===== src/design/pfm_ram.sv =====
// Generic single-port-write, single-port-read RAM with registered read data.
`default_nettype none

module pfm_ram #(
	parameter int WIDTH = 8,
	parameter int DEPTH = 64
) (
	input  wire logic                     clk,
	input  wire logic                     we,
	input  wire logic [$clog2(DEPTH)-1:0] waddr,
	input  wire logic [WIDTH-1:0]         wdata,
	input  wire logic [$clog2(DEPTH)-1:0] raddr,
	output logic      [WIDTH-1:0]         rdata
);

	logic [WIDTH-1:0] mem [DEPTH];

	// Write port
	always_ff @(posedge clk) begin
		if (we) begin
			mem[waddr] <= wdata;
		end
	end

	// Registered read port
	always_ff @(posedge clk) begin
		rdata <= mem[raddr];
	end

endmodule

`default_nettype wire


===== config.mk =====
export PLATFORM = sky130hd
export DESIGN_NAME = pfm_ram
export DESIGN_NICKNAME = d
export VERILOG_FILES = /design/src/design/pfm_ram.sv
export SDC_FILE = /design/constraint.sdc
export NUM_CORES = 1
export LEC_CHECK = 0
export ABC_AREA = 1
export BUFFER_PORTS_ARGS = -buffer_cell sky130_fd_sc_hd__buf_4
export CAP_MARGIN = 20
export CELL_PAD_IN_SITES_DETAIL_PLACEMENT = 0
export CELL_PAD_IN_SITES_GLOBAL_PLACEMENT = 1
export CORE_AREA = 3 3 209 211
export CTS_CLUSTER_DIAMETER = 30
export CTS_CLUSTER_SIZE = 20
export DETAILED_ROUTE_END_ITERATION = 12
export DIE_AREA = 0 0 212 214
export PLACE_DENSITY_LB_ADDON = 0.1
export REMOVE_ABC_BUFFERS = 1
export SLEW_MARGIN = 20
export SYNTH_ARGS = -nofsm -noshare
export SYNTH_HDL_FRONTEND = slang
export SYNTH_SLANG_ARGS = --single-unit

===== constraint.sdc =====
create_clock -name clk -period 2.2 [get_ports clk]
set_clock_uncertainty 0.1 [all_clocks]
set_input_delay 0.11 -clock clk [delete_from_list [all_inputs] [get_ports clk]]
set_output_delay 0.11 -clock clk [all_outputs]
set_load 0.02 [all_outputs]

# ---- After elaboration in Yosys (flattened, before gate mapping)
# Memory sizes are Yosys's and may differ from the RTL's. A register that Yosys moved wholly into a read port is not among the register bits.
# Index checks and enable logic that the tools add are counted.
dict set report totals {
  out_inout_bits 8
  register_bits 0
  ram_bits 512
  inputBits 22
  rom_bits 0
  word_cells 3
  n_memories 1
  latchBits 0
}
dict set report classes {
  eq_ne 0
  n_bitwise 0
  multipliers 0
  n_addsub 0
  mux 2
  div 0
  n_reduce_logical 0
  n_lt_le_gt_ge 0
  shift 0
}
# memory depth width rd rd_ports_with_merged_regs wr line_no
set memory_table {}
lappend memory_table {mem 64 8 1 1 1 16} ;# logic [WIDTH-1:0] mem [DEPTH];
# op n
set ops {}
lappend ops {{1-bit 2-to-1 mux} 2}

# ---- Depth between registers and ports, before layout
dict set report logic_depth {
  ltp_word 2
  ltp_mapped 12
  mapped_depth_nobuf 9
}

# ---- Worst setup path after synthesis
# OpenSTA, ideal clock, no wires.
dict set report synth_timing {
  path_type {input -> register}
  from {input port we}
  to {memory mem[48][0], enable pin}
  slack_ps 224
  path_buffers 1
  setup_ps 395
  required_ps 1705
  t_arrival_ps 1481
  path_stages 3
  cell_sequence {clkbuf_1 > nand4_1 > nor4_1}
}
dict set report synth_via {
  elab_chain_len 2
}
# element line_no
set synth_lines {}
lappend synth_lines {{start: declaration} 9} ;# input wire logic we,
lappend synth_lines {{1-bit 2-to-1 mux} 20} ;# if (we) begin
lappend synth_lines {{1-bit 2-to-1 mux (not written as such)} 21} ;# mem[waddr] <= wdata;
lappend synth_lines {{end: declaration} 16}
# Every way passes these cells.

==> results_dict.tcl <==
set metrics [dict create \
    rows 75 \
    port_buffers 29 \
    grt_use_total 0.256 \
    worst_ir_drop_vdd_mv 0.618 \
    die_w_um 212 \
    hp-start "wdata[0]" \
    area_delta_synth_final_pct 22.9 \
    intPower_mw 22.2 \
    cts-root-buf "clkbuf_16" \
    initial_core_util 0.509 \
    vias 14300 \
    post_drt_wl_per_cell_um 22.1 \
    ys_seq_elements 520 \
    p_per_area_mw_per_mm2 1080 \
    max_freq_mhz 526 \
    hold_end "mem[28][0]" \
    gp_congestion 0.841 \
    critical_path_class "register to register" \
    cts_num_sinks 520 \
    final_cell_mix "648 x nand2_1, 512 x edfxtp_1, 439 x nand3_1" \
    p_leak_nw 9.84 \
    synth_cell_type_count 16 \
    cp.required_ns 2.61 \
    globalRouteOverflowTotal 0 \
    maxSlewViolCount 0 \
    worst_pin_slew_ns 0.861 \
    clock_path_buffers 3 \
    post-route-util 0.625 \
    rsz0062_at_grt "false" \
    synth_area_leader_cell "edfxtp_1" \
    min_path_cells 1 \
    detail-route-antenna-nets 0 \
    detailed_place_hpwl_um 32700 \
    grt_pass1_wl_um 87000 \
    cp.arrival_ns 2.31 \
    numCtsBuffers 102 \
    cp_cell_sequence "nand2_1, nand3_1, nand3_1, nand2_1, nand2_1, nand3_1, nand3_1, dlygate4sd3_1, nand2_1" \
    coreArea_sq_mm 0.0419 \
    setup.worst_path.end_class "register" \
    pwr-share-clk 0.562 \
    drive_gt1_frac 0.154 \
    wl_um 56800 \
    yosys.area.top_type_share 0.720 \
    max_slew_margin 0.426 \
    ff2ff_setup_slack_ns 0.30 \
    first_pass_iters 6 \
    comb_power_share 0.049 \
    num_io_pins 30 \
    ys_seq_area_frac 0.728 \
    cts_tree "built" \
    syn_inst 1805 \
    first_global_vias 14200 \
    post-route-period-util 0.864 \
    min_period_ns 1.90 \
    p_sw_frac 0.217 \
    layout_commonest_cell "nand2_1" \
    critPathLaunchType "register" \
    syn_area_sq_mm 0.0213 \
    finalPower_mw 28.4 \
    maxCapViolations 0 \
    nFillCells 3292 \
    crit_path_max_fanout 1 \
    r2r_cells 9 \
    reg2reg_to "rdata[6]" \
    synthTopCellsByArea "edfxtp_1 72%, nand2_1 11%, nand3_1 10%, buf_6 1.8%, nor2_1 0.99%" \
    antenna_found_initial 0 \
    whs_ns 0.0273 \
    avgViaCountPerCell 5.56 \
    fin_cells 2575 \
    cp_slowest_stage_delay_ns 0.55 \
    grt_max_degree 74 \
    synth_warnings 0 \
    p_sw_mw 6.16 \
    pwr-share-seq 0.388 \
    drc_errors 0 \
    ctsHtreeMaxLevel 3 \
    hold_violations 0 \
    r2r-start "mem[51][6]" \
    fin_nets 1971 \
    die_area_sq_mm 0.0454 \
    status "finished clean" \
    drt_iter0_drc 1450 \
    critPathSlowestCell "dlygate4sd3_1" \
    finalSetupViolCount 0 \
    clkLatencyLatePin_ns 0.62 \
    die_h_um 214 \
    path_clk_slew_ns 0.05 \
    place_inst 2373 \
    syn_area_per_cell_sq_um 11.8 \
    hp-class "primary input to register" \
    antennaDiodeCount 0 \
]
flip-flops by register name, indices dropped and copies added, names as in the netlist:
name   count
rdata      8
mem      512
final cells by class:
| cell class | instances | area [sq um] | share of cell area |
|---|---|---|---|
| clock buffers | 111 | 2670 | 0.102 |
| flip-flops and latches | 520 | 15500 | 0.592 |
| repair buffers | 153 | 1410 | 0.0537 |
| well taps | 539 | 674 | 0.0257 |
| inverters | 12 | 55.1 | 0.00210 |
| multi-input cells | 1160 | 4950 | 0.189 |
| clock inverters | 80 | 938 | 0.0358 |
metrics by stage:
| step | TNS, ns | instance area, sq um | setup slack (ns) |
|---|---|---|---|
| 2_1_floorplan | -4.15 | 20500 | -0.527 |
| 3_3_place_gp | 0 | 22500 | 0.260 |
| 3_5_place_dp | 0 | 22500 | 0.219 |
| 4_1_cts | 0 | 26200 | 0.304 |
| 5_1_grt | 0 | 26200 | 0.200 |
| 6_report | 0 | 26200 | 0.299 |
metal layers:
metal / vias up / part of all wire / track usage
met2: 539 / 0.46 / 0.393
met3: 78 / 0.079 / 0.0504
li1: 6676 / - / -
met1: 7019 / 0.43 / 0.370
met4: 0 / 0.022 / 0.0835
met5: - / 0 / 0
cell usage after synthesis:
master	n
buf_1	10
buf_2	37
buf_4	14
buf_6	35
buf_8	2
clkbuf_1	15
dfxtp_1	8
edfxtp_1	512
inv_1	10
inv_2	1
inv_6	1
nand2_1	648
nand3_1	439
nand4_1	9
nor2_1	56
nor4_1	8
worst max-delay path by stage:
stage                from        to  slack (ns)  cells after the start
2_1_floorplan    raddr[1]  rdata[7]       -0.53                      8
3_3_place_gp     raddr[0]  rdata[4]        0.26                     11
3_5_place_dp     raddr[0]  rdata[4]        0.22                     11
4_1_cts        mem[63][6]  rdata[6]        0.30                      9
5_1_grt        mem[51][6]  rdata[6]        0.20                      9
6_report       mem[51][6]  rdata[6]        0.30                      9
critical path: cells and delay by family (launching register included):
| family | cells | cell delay (ns) |
|---|---|---|
| AND/OR/NAND/NOR | 8 | 0.80 |
| flip-flops | 1 | 0.36 |
| buffers and inverters | 1 | 0.55 |
power by group through the flow:
stage,Clock [mW],Combinational (mW),Sequential (mW)
2_1_floorplan,0,0.554,11.2
3_3_place_gp,0,1.39,11.2
3_5_place_dp,0,1.40,11.2
4_1_cts,16.1,1.42,11.0
5_1_grt,16.7,1.55,11.0
6_report,16.0,1.40,11.0
logic make-up after synthesis:
group,synth area share
buffers and inverters,0.0402
flip-flops,0.728
AND/OR/NAND/NOR,0.232
timing repair:
item                      4_1_cts  5_1_grt
buffers inserted                0        0
gates resized for setup         0        0
hold endpoints to repair      108        0
hold buffers                   11        0
Power figures use the tool's default switching activity.
