File: src/design/pfm_pkg.sv
// Shared types, constants and helpers of the page table and frame map.
`default_nettype none

package pfm_pkg;

	// Table sizes
	localparam int MAX_PAGES  = 256;
	localparam int MAX_FRAMES = 64;
	localparam int PAGE_W     = $clog2(MAX_PAGES);
	localparam int FRAME_W    = $clog2(MAX_FRAMES);
	localparam int PCNT_W     = $clog2(MAX_PAGES + 1);
	localparam int FCNT_W     = $clog2(MAX_FRAMES + 1);

	// Free-frame search: frames per group and the number of groups
	localparam int FIND_GRP   = 8;
	localparam int FIND_NGRP  = MAX_FRAMES / FIND_GRP;

	// Configuration port
	localparam int CFG_IDX_W      = 1;
	localparam int CFG_DATA_W     = 9;
	localparam int CFG_PAGES_W    = 9;
	localparam int CFG_FRAMES_W   = 7;
	localparam logic [CFG_IDX_W-1:0] CFG_PAGES  = 1'b0;
	localparam logic [CFG_IDX_W-1:0] CFG_FRAMES = 1'b1;
	localparam logic [CFG_PAGES_W-1:0]  CFG_PAGES_RST  = 9'd256;
	localparam logic [CFG_FRAMES_W-1:0] CFG_FRAMES_RST = 7'd64;

	// Beat widths
	localparam int CMD_W      = 3;
	localparam int STATUS_W   = 2;
	localparam int IN_DATA_W  = 16;
	localparam int OUT_DATA_W = 32;

	typedef enum logic [CMD_W-1:0] {
		CMD_ASSIGN = 3'd0,
		CMD_FREE   = 3'd1,
		CMD_DIRTY  = 3'd2,
		CMD_REF    = 3'd3,
		CMD_QPAGE  = 3'd4,
		CMD_QFRAME = 3'd5
	} cmd_t;

	typedef enum logic [STATUS_W-1:0] {
		STAT_OK          = 2'd0,
		STAT_NO_FREE     = 2'd1,
		STAT_PAGE_RANGE  = 2'd2,
		STAT_FRAME_RANGE = 2'd3
	} status_t;

	// One page table entry (first member is the top bit)
	typedef struct packed {
		logic               present;
		logic [FRAME_W-1:0] frame;
		logic               lf_valid;
		logic [FRAME_W-1:0] last_frame;
		logic               dirty;
		logic               referenced;
	} page_entry_t;

	// Input tdata layout, lowest field last
	typedef struct packed {
		logic               pad;
		logic               auto_frame;
		logic [FRAME_W-1:0] frame;
		logic [PAGE_W-1:0]  page;
	} in_data_t;

	// Output tdata layout, lowest field last
	typedef struct packed {
		logic [FCNT_W-1:0]  free_count;
		logic               last_frame_valid;
		logic [FRAME_W-1:0] last_frame;
		logic               referenced;
		logic               dirty;
		logic               present;
		logic               mapped;
		logic [PAGE_W-1:0]  page_out;
		logic [FRAME_W-1:0] frame_out;
	} out_data_t;

	// Result of the lowest-free-frame search
	typedef struct packed {
		logic               found;
		logic [FRAME_W-1:0] frame;
	} find_t;

	// Unmap a page: its current frame becomes its last frame if it was present
	function automatic page_entry_t unmap_entry(input page_entry_t e);
		page_entry_t r;
		r            = e;
		r.lf_valid   = e.present;
		r.last_frame = e.present ? e.frame : '0;
		r.present    = 1'b0;
		return r;
	endfunction

endpackage

`default_nettype wire

File: src/design/pfm_find.sv
// Two-stage search for the lowest free frame below the frame limit.
`default_nettype none

module pfm_find (
	input  wire logic                             clk,
	input  wire logic                             capture,
	input  wire logic [pfm_pkg::MAX_FRAMES-1:0]   occ,
	input  wire logic [pfm_pkg::FCNT_W-1:0]       nf,
	output pfm_pkg::find_t                        result
);

	localparam int GRP_W = $clog2(pfm_pkg::FIND_GRP);

	logic             grp_any_s1 [pfm_pkg::FIND_NGRP];
	logic [GRP_W-1:0] grp_idx_s1 [pfm_pkg::FIND_NGRP];

	// Stage 1: lowest free frame inside each group
	always_ff @(posedge clk) begin
		if (capture) begin
			for (int g = 0; g < pfm_pkg::FIND_NGRP; g++) begin
				grp_any_s1[g] <= 1'b0;
				grp_idx_s1[g] <= '0;
				for (int k = pfm_pkg::FIND_GRP - 1; k >= 0; k--) begin
					if (!occ[g*pfm_pkg::FIND_GRP + k] &&
					    (g*pfm_pkg::FIND_GRP + k) < int'(nf)) begin
						grp_any_s1[g] <= 1'b1;
						grp_idx_s1[g] <= GRP_W'(k);
					end
				end
			end
		end
	end

	// Stage 2: lowest group that has a free frame
	always_comb begin
		result = '0;
		for (int g = pfm_pkg::FIND_NGRP - 1; g >= 0; g--) begin
			if (grp_any_s1[g]) begin
				result.found = 1'b1;
				result.frame = pfm_pkg::FRAME_W'(g*pfm_pkg::FIND_GRP + int'(grp_idx_s1[g]));
			end
		end
	end

endmodule

`default_nettype wire

File: config.mk
export PLATFORM = sky130hd
export DESIGN_NAME = pfm_find
export DESIGN_NICKNAME = d
export VERILOG_FILES = /design/src/design/pfm_pkg.sv /design/src/design/pfm_find.sv
export SDC_FILE = /design/constraint.sdc
export NUM_CORES = 1
export LEC_CHECK = 0
export ABC_AREA = 1
export BUFFER_PORTS_ARGS = -buffer_cell sky130_fd_sc_hd__buf_4
export CORE_MARGIN = 1.5
export CORE_UTILIZATION = 29
export CTS_CLUSTER_DIAMETER = 80
export DETAILED_ROUTE_END_ITERATION = 12
export HOLD_SLACK_MARGIN = 0.06
export PLACE_DENSITY = 0.56
export SKIP_CTS_REPAIR_TIMING = 1
export SLEW_MARGIN = 20
export SYNTH_ARGS = -nofsm -noshare
export SYNTH_HDL_FRONTEND = slang
export SYNTH_SLANG_ARGS = --single-unit
File: constraint.sdc
create_clock -name clk -period 3.4 [get_ports clk]
set_input_delay 0.34 -clock clk [delete_from_list [all_inputs] [get_ports clk]]
set_output_delay 0.34 -clock clk [all_outputs]
set_load 0.005 [all_outputs]
==> Yosys cells after proc, flatten, opt, wreduce, memory -nomap -nowiden <==
Memories as Yosys holds them, arrays and structs flattened.
Cells that the tools add are included.
{ "word_totals": {"register_bits": 0, "ram_bits": 32, "inputBits": 73, "output_inout_bits": 7, "word_cells": 659, "n_memories": 2} }
{ "classes": {"addsub": 7, "n_lt_le_gt_ge": 64, "muxes": 330, "bitwise": 128, "reduce_logical": 128} }
{ "memory_table": {"columns": ["memory", "depth", "width", "read_ports", "rd_ports_with_merged_regs", "wr", "line", "source"], "rows": [
  ["grp_idx_s1", 8, 3, 8, 0, 8, "pfm_find.sv:15", "logic [GRP_W-1:0] grp_idx_s1 [pfm_pkg::FIND_NGRP];"],
  ["grp_any_s1", 8, 1, 8, 0, 8, "pfm_find.sv:14", "logic grp_any_s1 [pfm_pkg::FIND_NGRP];"]
]} }
{ "op_table": {"columns": ["op", "count"], "rows": [
  ["two-way mux 1 bit", 258],
  ["less-than comparator 6 x 7 -> 1 bit (first input constant)", 32],
  ["two-way mux 3 bit", 64],
  ["bitwise OR 1 bit", 128],
  ["less-than comparator 5 x 7 -> 1 bit (first input constant)", 16],
  ["logical AND 1 bit", 64],
  ["logical NOT 1 bit", 64],
  ["less-than comparator 4 x 7 -> 1 bit (first input constant)", 8],
  ["two-way mux 7 bit", 8],
  ["less-than comparator 3 x 7 -> 1 bit (first input constant)", 4],
  ["adder 6 x 3 -> 6 bit (first input constant)", 4],
  ["less-than comparator 1 x 7 -> 1 bit (first input constant)", 2],
  ["less-than comparator 2 x 7 -> 1 bit (first input constant)", 2],
  ["adder 5 x 3 -> 6 bit (first input constant)", 2],
  ["adder 4 x 3 -> 5 bit (first input constant)", 1]
]} }

==> Depth between registers and ports, before layout <==
Gate-level depths: netlist (run 1).
{ "logic_depth": {"ltp_word": 13, "mapped_depth": 12, "ltp_nobuf": 11} }

==> Worst setup path before layout (run 1) <==
No wires, ideal clock.
{ "synth_path": {"path_kind": "input-to-reg", "startpoint": "input capture", "endpoint": "memory grp_idx_s1[1][8] in the netlist's numbering, data pin", "setup_ps": 256, "arrival_ps": 1367, "t_required_ps": 3144, "path_slack_ps": 1778, "cell_stages": 9, "path_buffers": 1, "path_cell_list": "buf_2 > inv_2 > nor2_2 > nand2_1 > nor3_1 > inv_1 > and2_1 > nand2_1 > nor2_1"} }
{ "synth_rtl": {"columns": ["item", "line", "source"], "rows": [
  ["start: declaration", "pfm_find.sv:6", "input wire logic capture,"],
  ["end: declaration", "pfm_find.sv:15", null]
]} }

==> metrics.yaml, run 1 <==
status: "complete, no violations"
wl_mm: 8.95
wl_per_cell_microns: 14.1
yosys.area_share.simple_pct: 41.5
avgSynthCellArea_sq_um: 6.46
drc: 0
grt_max_degree: 42
synth_compound_area_share_pct: 16.5
drive_gt1_share_pct: 22.1
grt.total_usage_pct: 18.2
synth_area_leaders: "edfxtp_1, nand2_1, nor2_1"
syn_nets: 505
grt_pass1_wl_mm: 14.3
yosys.area.top_type: "edfxtp_1"
whs_path_depth: 3
cts_htree_levels: 2
antenna_left: 0
place_congestion: 0.855
finalNetCount: 578
crit_chain: "nor2_1 -> o21ai_0 -> o21ai_0 -> o21ai_0 -> o21ai_0 -> buf_4"
powerDensity_nw_per_um2: 341
initial_core_util_pct: 30.1
place_ws_ns: 1.21
antenna_found_initial: 0
ys_seq_area_share_pct: 34.1
tns_ns: 0
critPathRequiredTime_ns: 3.06
cts_tree: "yes"
drt_iter0_drc: 210
maxSlewViolCount: 0
worst_slew_pin_slew_ns: 0.553
p_leak_nw: 1.64
hold_viol_final: 0
cpMostUsedCell: "o21ai_0"
row_count: 35
die_w_microns: 101
crit_path_end_kind: "output pin"
drt-vias-per-instance: 4.82
maxSlewHeadroom_pct: 63.1
peakVddDrop_mv: 0.132
startpoint_type: "flip-flop"
ios: 80
dp_hpwl_mm: 7.22
grt_pass1_vias: 2931
die_h_microns: 101
synth_xor_area_share_pct: 0
detail_route.first_pass.iterations: 5
max_stage_delay_ns: 0.49
ys_warn_count: 0
hp-class: "in2reg"
max_cap_violations: 0
cts.sinks: 32
rsz0062_at_grt: "no"
synth_top_cell_area_share_pct: 33.3
synth_top_family_by_area: "simple AND/OR/NAND/NOR gates"
area.growth.synth_to_final_pct: 28.6
worst_path_max_delay_cell: "edfxtp_1"
overflow: 0
dieArea_sq_um: 10200
min_from: "occ[8]"
reg2reg_depth: 2
period_share_pct: 63.8
reg2reg_to: "grp_any_s1[1][0]"
worstPathMaxFanout: 7
vias: 3062
finalSetupViolations: 0
diodes: 0
io_buffer_count: 79
cts_buffer_depth: 2
postLayoutSetupSlackWorst_ns: 1.23
r2r_slack_ns: 2.69
synthCells: 432
fmax_mhz: 461
cts_buffers: 5
finalCriticalPeriod_ns: 2.17
clk_pin_slew_ns: 0.07
root_buffer: "clkbuf_8"
cp.arrival_ns: 1.83
netlist_area_sq_um: 2790
whs_endpoint: "grp_idx_s1[0][3]"
synthAdderAreaFrac_pct: 0
clock_skew_ns: 0
ys_types: 36
clk_latency_ns: 0.28
worstSetupPathType: "reg2out"
muxShareOfSynthArea_pct: 0
core_sq_um: 9280
ys_ff_latch: 32
reg2reg_from: "grp_any_s1[1][0]"
sequential cells by signal, summed over array words and instances (netlist names):
| register | count |
|---|---|
| grp_idx_s1 | 24 |
| grp_any_s1 | 8 |
stage by stage:
step | area [sq um] | total power [mW] | hold slack (ns) | std cells | utilization, %
after CTS | 3590 | 1.23 | 0.410 | 635 | 38.7
after detailed placement | 3480 | 0.874 | 0.600 | 627 | 37.5
after floorplan | 2790 | 0.721 | 0.540 | 432 | -
final | 3590 | 1.23 | 0.417 | 635 | 38.7
after global routing | 3590 | 1.30 | 0.432 | 635 | 38.7
after global placement | 3480 | 0.870 | 0.589 | 627 | 37.5
layer usage:
layer	routed length (microns)	track usage, %
met5	0	0
met4	104	4.49
met3	501	2.07
met2	4230	30.7
met1	4120	24.9
worst max-delay path, delay by kind of cell, from the launching register on:
kind | cells | cell delay, ns
AOI/OAI and AO/OA | 4 | 0.65
DFF | 1 | 0.49
and+or+nand+nor | 1 | 0.27
buffers and inverters | 1 | 0.14
final cells by class:
class,count,area [sq um]
sequential,32,951
inverter,42,158
clock buffer,6,72.6
clock inverter,2,35.0
tap,129,161
timing repair buffer,79,593
fill,1017,5690
multi-input combinational,345,1620
kinds of logic (layout without fill, tap and decap cells):
family / count (synthesis) / after routing
buf+inv: 55 / 129
simple gates: 269 / 269
flops: 32 / 32
compound gates: 76 / 76
placed cells by master (no fill, tap or decap), types with 5 or more instances in the layout:
cell type / n
nand2_1: 105
nor2_1: 91
buf_4: 79
inv_1: 36
nand3_1: 34
edfxtp_1: 31
o21ai_0: 24
nor3_1: 17
a21oi_1: 14
o21ai_1: 8
inv_2: 6
a21boi_1: 6
o211ai_1: 5
clkbuf_8: 5
synth_stat cells, drive strengths merged:
| cell | n |
|---|---|
| nor3 | 18 |
| o211ai | 5 |
| o311ai | 2 |
| nand2 | 110 |
| o21a | 1 |
| inv | 42 |
| o22ai | 1 |
| edfxtp | 31 |
| clkbuf | 9 |
| dfxtp | 1 |
| nor2 | 98 |
| nand3 | 34 |
| a31oi | 3 |
| a21boi | 7 |
| or2 | 3 |
| nand4 | 1 |
| and2 | 4 |
| a211o | 1 |
| nand3b | 1 |
| a211oi | 4 |
| o21ai | 36 |
| a21oi | 16 |
| buf | 4 |
how the worst max path moves through the flow:
stage	from	endpoint	slack [ns]
5_1_grt	grp_any_s1[1][2]	result[1]	1.08
3_5_place_dp	capture	grp_idx_s1[1][8]	1.21
3_3_place_gp	capture	grp_idx_s1[1][8]	1.28
6_report	grp_any_s1[0][3]	result[1]	1.23
2_1_floorplan	capture	grp_idx_s1[1][8]	1.78
4_1_cts	grp_any_s1[0][3]	result[1]	1.18
power by group:
group	total (mW)	switching, mW	internal, mW
Clock	0.358	0.141	0.217
Sequential	0.515	0.0262	0.489
Combinational	0.353	0.205	0.148
Power figures use the tool's default switching activity.
==> run 2: changes to the inputs <==
--- a/config.mk
+++ b/config.mk
@@ -5,7 +5,7 @@
 export SDC_FILE = /design/constraint.sdc
 export NUM_CORES = 1
 export LEC_CHECK = 0
-export ABC_AREA = 1
+export ABC_AREA = 0
 export BUFFER_PORTS_ARGS = -buffer_cell sky130_fd_sc_hd__buf_4
 export CORE_MARGIN = 1.5
 export CORE_UTILIZATION = 29
==> constraint.sdc (replaced) <==
create_clock -name clk -period 2.06 [get_ports clk]
set_input_delay 0.206 -clock clk [delete_from_list [all_inputs] [get_ports clk]]
set_output_delay 0.206 -clock clk [all_outputs]
set_load 0.005 [all_outputs]
==> run 2 against run 1 <==
Global-route usage up 0.36 points. Clock power up 22%. Hold slack worse by 0.081 ns. Critical endpoint is now result[2].
==> metrics.yaml, run 2 <==
crit_path_end_kind: "output pin"
worst_slew_pin_slew_ns: 0.713
synth_top_cell_area_share_pct: 34.0
antenna_left: 0
finalCriticalPeriod_ns: 1.95
yosys.area_share.simple_pct: 21.4
status: "complete, no violations"
finalSetupViolations: 0
wl_per_cell_microns: 17.0
antenna_found_initial: 0
synthCells: 347
clk_latency_ns: 0.28
initial_core_util_pct: 29.8
critPathRequiredTime_ns: 1.85
rsz0062_at_grt: "no"
area.growth.synth_to_final_pct: 28.7
synth_top_family_by_area: "compound AO/OA/AOI/OAI gates"
tns_ns: 0
place_congestion: 0.931
largest_reg_flops: 24
io_buffer_count: 79
root_buffer: "clkbuf_8"
die_h_microns: 100
yosys.area.top_type: "edfxtp_1"
maxSlewHeadroom_pct: 51.2
ys_seq_area_share_pct: 34.7
clk_pin_slew_ns: 0.06
top_register: "grp_idx_s1"
overflow: 0
reg_top3: "grp_idx_s1 x24, grp_any_s1 x8"
vias: 2938
powerDensity_nw_per_um2: 529
cts_buffer_depth: 2
cts_tree: "yes"
wl_mm: 9.03
grt_pass1_wl_mm: 14.4
ios: 80
cts_htree_levels: 2
core_sq_um: 9200
drive_gt1_share_pct: 24.9
netlist_area_sq_um: 2740
row_count: 35
ys.flop_type: "edfxtp_1"
avgSynthCellArea_sq_um: 7.90
period_share_pct: 94.7
drt-vias-per-instance: 5.52
mostFrequentLayoutCell: "buf_4"
final_cell_mix: "buf_4, a21oi_1, nor2_1"
postLayoutSetupSlackWorst_ns: 0.109
max_cap_violations: 0
worstSetupPathType: "reg2out"
yosysMostFrequentCell: "a21oi_1"
cts_buffers: 5
hp-class: "in2reg"
synth_xor_area_share_pct: 0
fin_util_pct: 38.3
place_ws_ns: 0.142
ys_types: 58
fmax_mhz: 512
p_leak_nw: 1.37
ys_async_sr_fraction_pct: 0
die_w_microns: 100
muxShareOfSynthArea_pct: 0
detail_route.first_pass.iterations: 4
dieArea_sq_um: 10000
finalNetCount: 494
synth_common_cells: "a21oi_1, nor2_1, edfxtp_1"
whs_ns: 0.337
peakVddDrop_mv: 0.195
hold_viol_final: 0
drt_iter0_drc: 185
synthAdderAreaFrac_pct: 0
syn_nets: 420
ys_ff_latch: 32
synth_edf_count: 31
maxSlewViolCount: 0
diodes: 0
dp_hpwl_mm: 7.21
grt.total_usage_pct: 18.5
synth_compound_area_share_pct: 37.7
ys_warn_count: 0
clock_skew_ns: 0
cts.sinks: 32
drc: 0
grt_pass1_vias: 2853
synth_area_leaders: "edfxtp_1, a21oi_1, o21ai_0"
grt_max_degree: 32
startpoint_type: "flip-flop"
cp.arrival_ns: 1.75
p_total_mw: 1.87
worstPathMaxFanout: 6
==> run 2: cells by family after synthesis <==
logic type,after synthesis
compound gates,167
simple gates,110
buf+inv,38
flops,32
==> run 2: routing by layer <==
metal	global-route usage, %	wire length [microns]	part of all wire (%)	up-vias
met5	0	0	0	-
met4	7.04	208	2.3	0
met3	2.58	462	5.1	15
met2	29.9	4250	47	99
met1	25.2	4110	46	1359
li1	-	-	-	1465
==> run 2: final cells by class <==
class	instances	area [sq um]
clock inverter	2	7.51
multi-input combinational	277	1620
tap	111	139
timing repair buffer	92	691
inverter	13	48.8
sequential	32	951
fill	972	5670
clock buffer	5	68.8
==> run 2: per-stage QoR <==
stage	std cells	cell area, sq um
floorplan	347	2740
global placement	524	3440
detailed placement	524	3440
CTS	531	3520
global route	532	3530
finish	532	3530
==> run 2: worst paths after layout <==
| kind | from | end | slack, ns | depth (start not counted) |
|---|---|---|---|---|
| worst min register to register | grp_any_s1[1][0] | grp_any_s1[1][0] | 0.63 | 1 |
| worst max register to register | grp_any_s1[1][0] | grp_any_s1[1][0] | 1.27 | 1 |
| worst min-delay path | occ[32] | grp_any_s1[1][0] | 0.34 | 3 |
| worst max-delay path | grp_any_s1[1][1] | result[2] | 0.11 | 5 |
==> run 2: power breakdown <==
group          leakage (nW)  total [mW]  internal, mW  switching [mW]
logic                  1.03       0.588         0.274           0.314
registers             0.310       0.843         0.801          0.0418
clock network        0.0391       0.436         0.222           0.214
total                  1.37        1.87          1.30           0.570
==> run 2: worst max-delay path, stage by stage (launching register included) <==
cell and delay [ns]:
edfxtp_1 0.48, nor2_1 0.21, o211ai_1 0.14, a221oi_1 0.33, o21ai_0 0.14, buf_4 0.15
==> run 3: changes to the inputs <==
--- a/config.mk
+++ b/config.mk
@@ -13,8 +13,8 @@
 export DETAILED_ROUTE_END_ITERATION = 12
 export HOLD_SLACK_MARGIN = 0.06
 export PLACE_DENSITY = 0.56
+export RECOVER_POWER = 50
 export SKIP_CTS_REPAIR_TIMING = 1
-export SLEW_MARGIN = 20
 export SYNTH_ARGS = -nofsm -noshare
 export SYNTH_HDL_FRONTEND = slang
 export SYNTH_SLANG_ARGS = --single-unit
==> run 3 against run 2 <==
Cell count is the same. Clock skew unchanged. Clock power about the same. Critical path depth stayed put. Combinational power is essentially flat. Largest cell class unchanged. Design area is 0.25% lower. Die area did not move. First-iteration DRC count shrank 1.6%. Count of clock-buffer cells in the layout stayed put. Hold slack better by 0.0011 ns. Total power decreased by 0.15%. Core utilization decreased by 0.095 points.
==> metrics.yaml, run 3 (same netlist as run 2, synthesis figures left out) <==
crit_path_end_kind: "output pin"
drc: 0
whs_ns: 0.338
setup.worst_path.start: "grp_any_s1[1][1]"
final_cell_mix: "buf_4, a21oi_1, nor2_1"
area.growth.synth_to_final_pct: 28.4
grt.total_usage_pct: 18.5
cts_buffer_depth: 2
dp_hpwl_mm: 7.21
cts.sinks: 32
fmax_mhz: 512
status: "complete, no violations"
maxSlewHeadroom_pct: 49.5
mostFrequentLayoutCell: "buf_4"
p_leak_nw: 1.37
drive_gt1_share_pct: 24.7
grt_pass1_vias: 2853
cts_htree_levels: 2
die_h_microns: 100
reg2reg_from: "grp_any_s1[1][0]"
startpoint_type: "flip-flop"
finalNetCount: 494
top_register: "grp_idx_s1"
crit_chain: "nor2_1 -> o211ai_1 -> a221oi_1 -> o21ai_0 -> buf_4"
vias: 2926
max_stage_delay_ns: 0.48
period_share_pct: 94.8
wl_mm: 9.01
worstPathMaxFanout: 6
crit_buf_inv: 1
antenna_left: 0
wl_per_cell_microns: 16.9
power_frac_seq_pct: 45.2
worst_path_max_delay_cell: "edfxtp_1"
worst_slew_pin_slew_ns: 0.758
overflow: 0
critPathRequiredTime_ns: 1.85
initial_core_util_pct: 29.8
finalSetupViolations: 0
clk_pin_slew_ns: 0.06
diodes: 0
critPathCapture: "result[2]"
p_switching_uw: 568
largest_reg_flops: 24
cts_tree: "yes"
core_sq_um: 9200
clk_latency_ns: 0.28
worstSetupPathType: "reg2out"
crit_family: "compound AO/OA/AOI/OAI gates"
cp.arrival_ns: 1.75
hold_viol_final: 0
place_congestion: 0.931
fill_cells: 971
maxSlewViolCount: 0
drt-vias-per-instance: 5.50
max_cap_violations: 0
antenna_found_initial: 0
root_buffer: "clkbuf_8"
drt_iter0_drc: 182
ios: 80
grt_max_degree: 32
grt_pass1_wl_mm: 14.4
p_int_mw: 1.30
worst-path-stages: 5
r2r_slack_ns: 1.27
dieArea_sq_um: 10000
finalCriticalPeriod_ns: 1.95
die_w_microns: 100
p_sw_share_pct: 30.5
clock_skew_ns: 0
row_count: 35
postLayoutSetupSlackWorst_ns: 0.107
cts_buffers: 5
powerDensity_nw_per_um2: 530
tns_ns: 0
io_buffer_count: 79
reg2reg_to: "grp_any_s1[1][0]"
peakVddDrop_mv: 0.195
reg2reg_depth: 1
rsz0062_at_grt: "no"
hp-class: "in2reg"
place_ws_ns: 0.142
detail_route.first_pass.iterations: 4
clockPowerShare_pct: 23.4
p_total_mw: 1.86
reg_top3: "grp_idx_s1 x24, grp_any_s1 x8"
combPwrFrac_pct: 31.4
run 3: cell count changes in the layout (fill, tap and decap cells not counted):
cell | previous run | this run
buf_4 | 92 | 89
clkbuf_1 | 0 | 1
clkbuf_2 | 0 | 2
run 3: layout make-up:
class                   instances  area (sq um)  share of cell area (%)
multi-input cells             277          1620                    46.1
flip-flops and latches         32           951                    27.0
repair buffers                 92           682                    19.4
well taps                     111           139                    3.95
clock buffers                   5          68.8                    1.96
inverters                      13          48.8                    1.39
clock inverters                 2          7.51                   0.213
run 3: how the worst min path moves through the flow:
stage                           startpoint               end  cells after the start
after floorplan                    capture  grp_any_s1[1][0]                      2
after global placement             occ[32]  grp_any_s1[1][0]                      3
after detailed placement  grp_any_s1[1][0]  grp_any_s1[1][0]                      1
after CTS                          occ[32]  grp_any_s1[1][0]                      3
after global routing               occ[32]  grp_any_s1[1][0]                      3
final                              occ[32]  grp_any_s1[1][0]                      3
run 3: per-stage QoR:
stage               cell area [sq um]  util, %  std cells
global route                     3520     38.2        532
global placement                 3440     37.4        524
detailed placement               3440     37.4        524
finish                           3520     38.2        532
CTS                              3520     38.3        531
floorplan                        2740        -        347
run 3: power groups by stage:
| stage | clock network [mW] | logic (mW) | registers [mW] |
|---|---|---|---|
| 5_1_grt | 0.473 | 0.652 | 0.852 |
| 6_report | 0.435 | 0.586 | 0.843 |
| 3_5_place_dp | 0 | 0.577 | 0.861 |
| 2_1_floorplan | 0 | 0.341 | 0.835 |
| 4_1_cts | 0.444 | 0.580 | 0.847 |
| 3_3_place_gp | 0 | 0.574 | 0.861 |
run 3: worst min-delay path: stages:
cell	delay, ns
buf_4	0.09
a211oi_1	0.05
a211o_1	0.22
run 3: routing by layer:
metal	wire [microns]	up-vias	GRT usage (%)
met1	4000	1343	25.2
met2	4250	103	29.9
met3	540	15	2.58
met4	218	0	7.04
met5	0	-	0
li1	-	1465	-
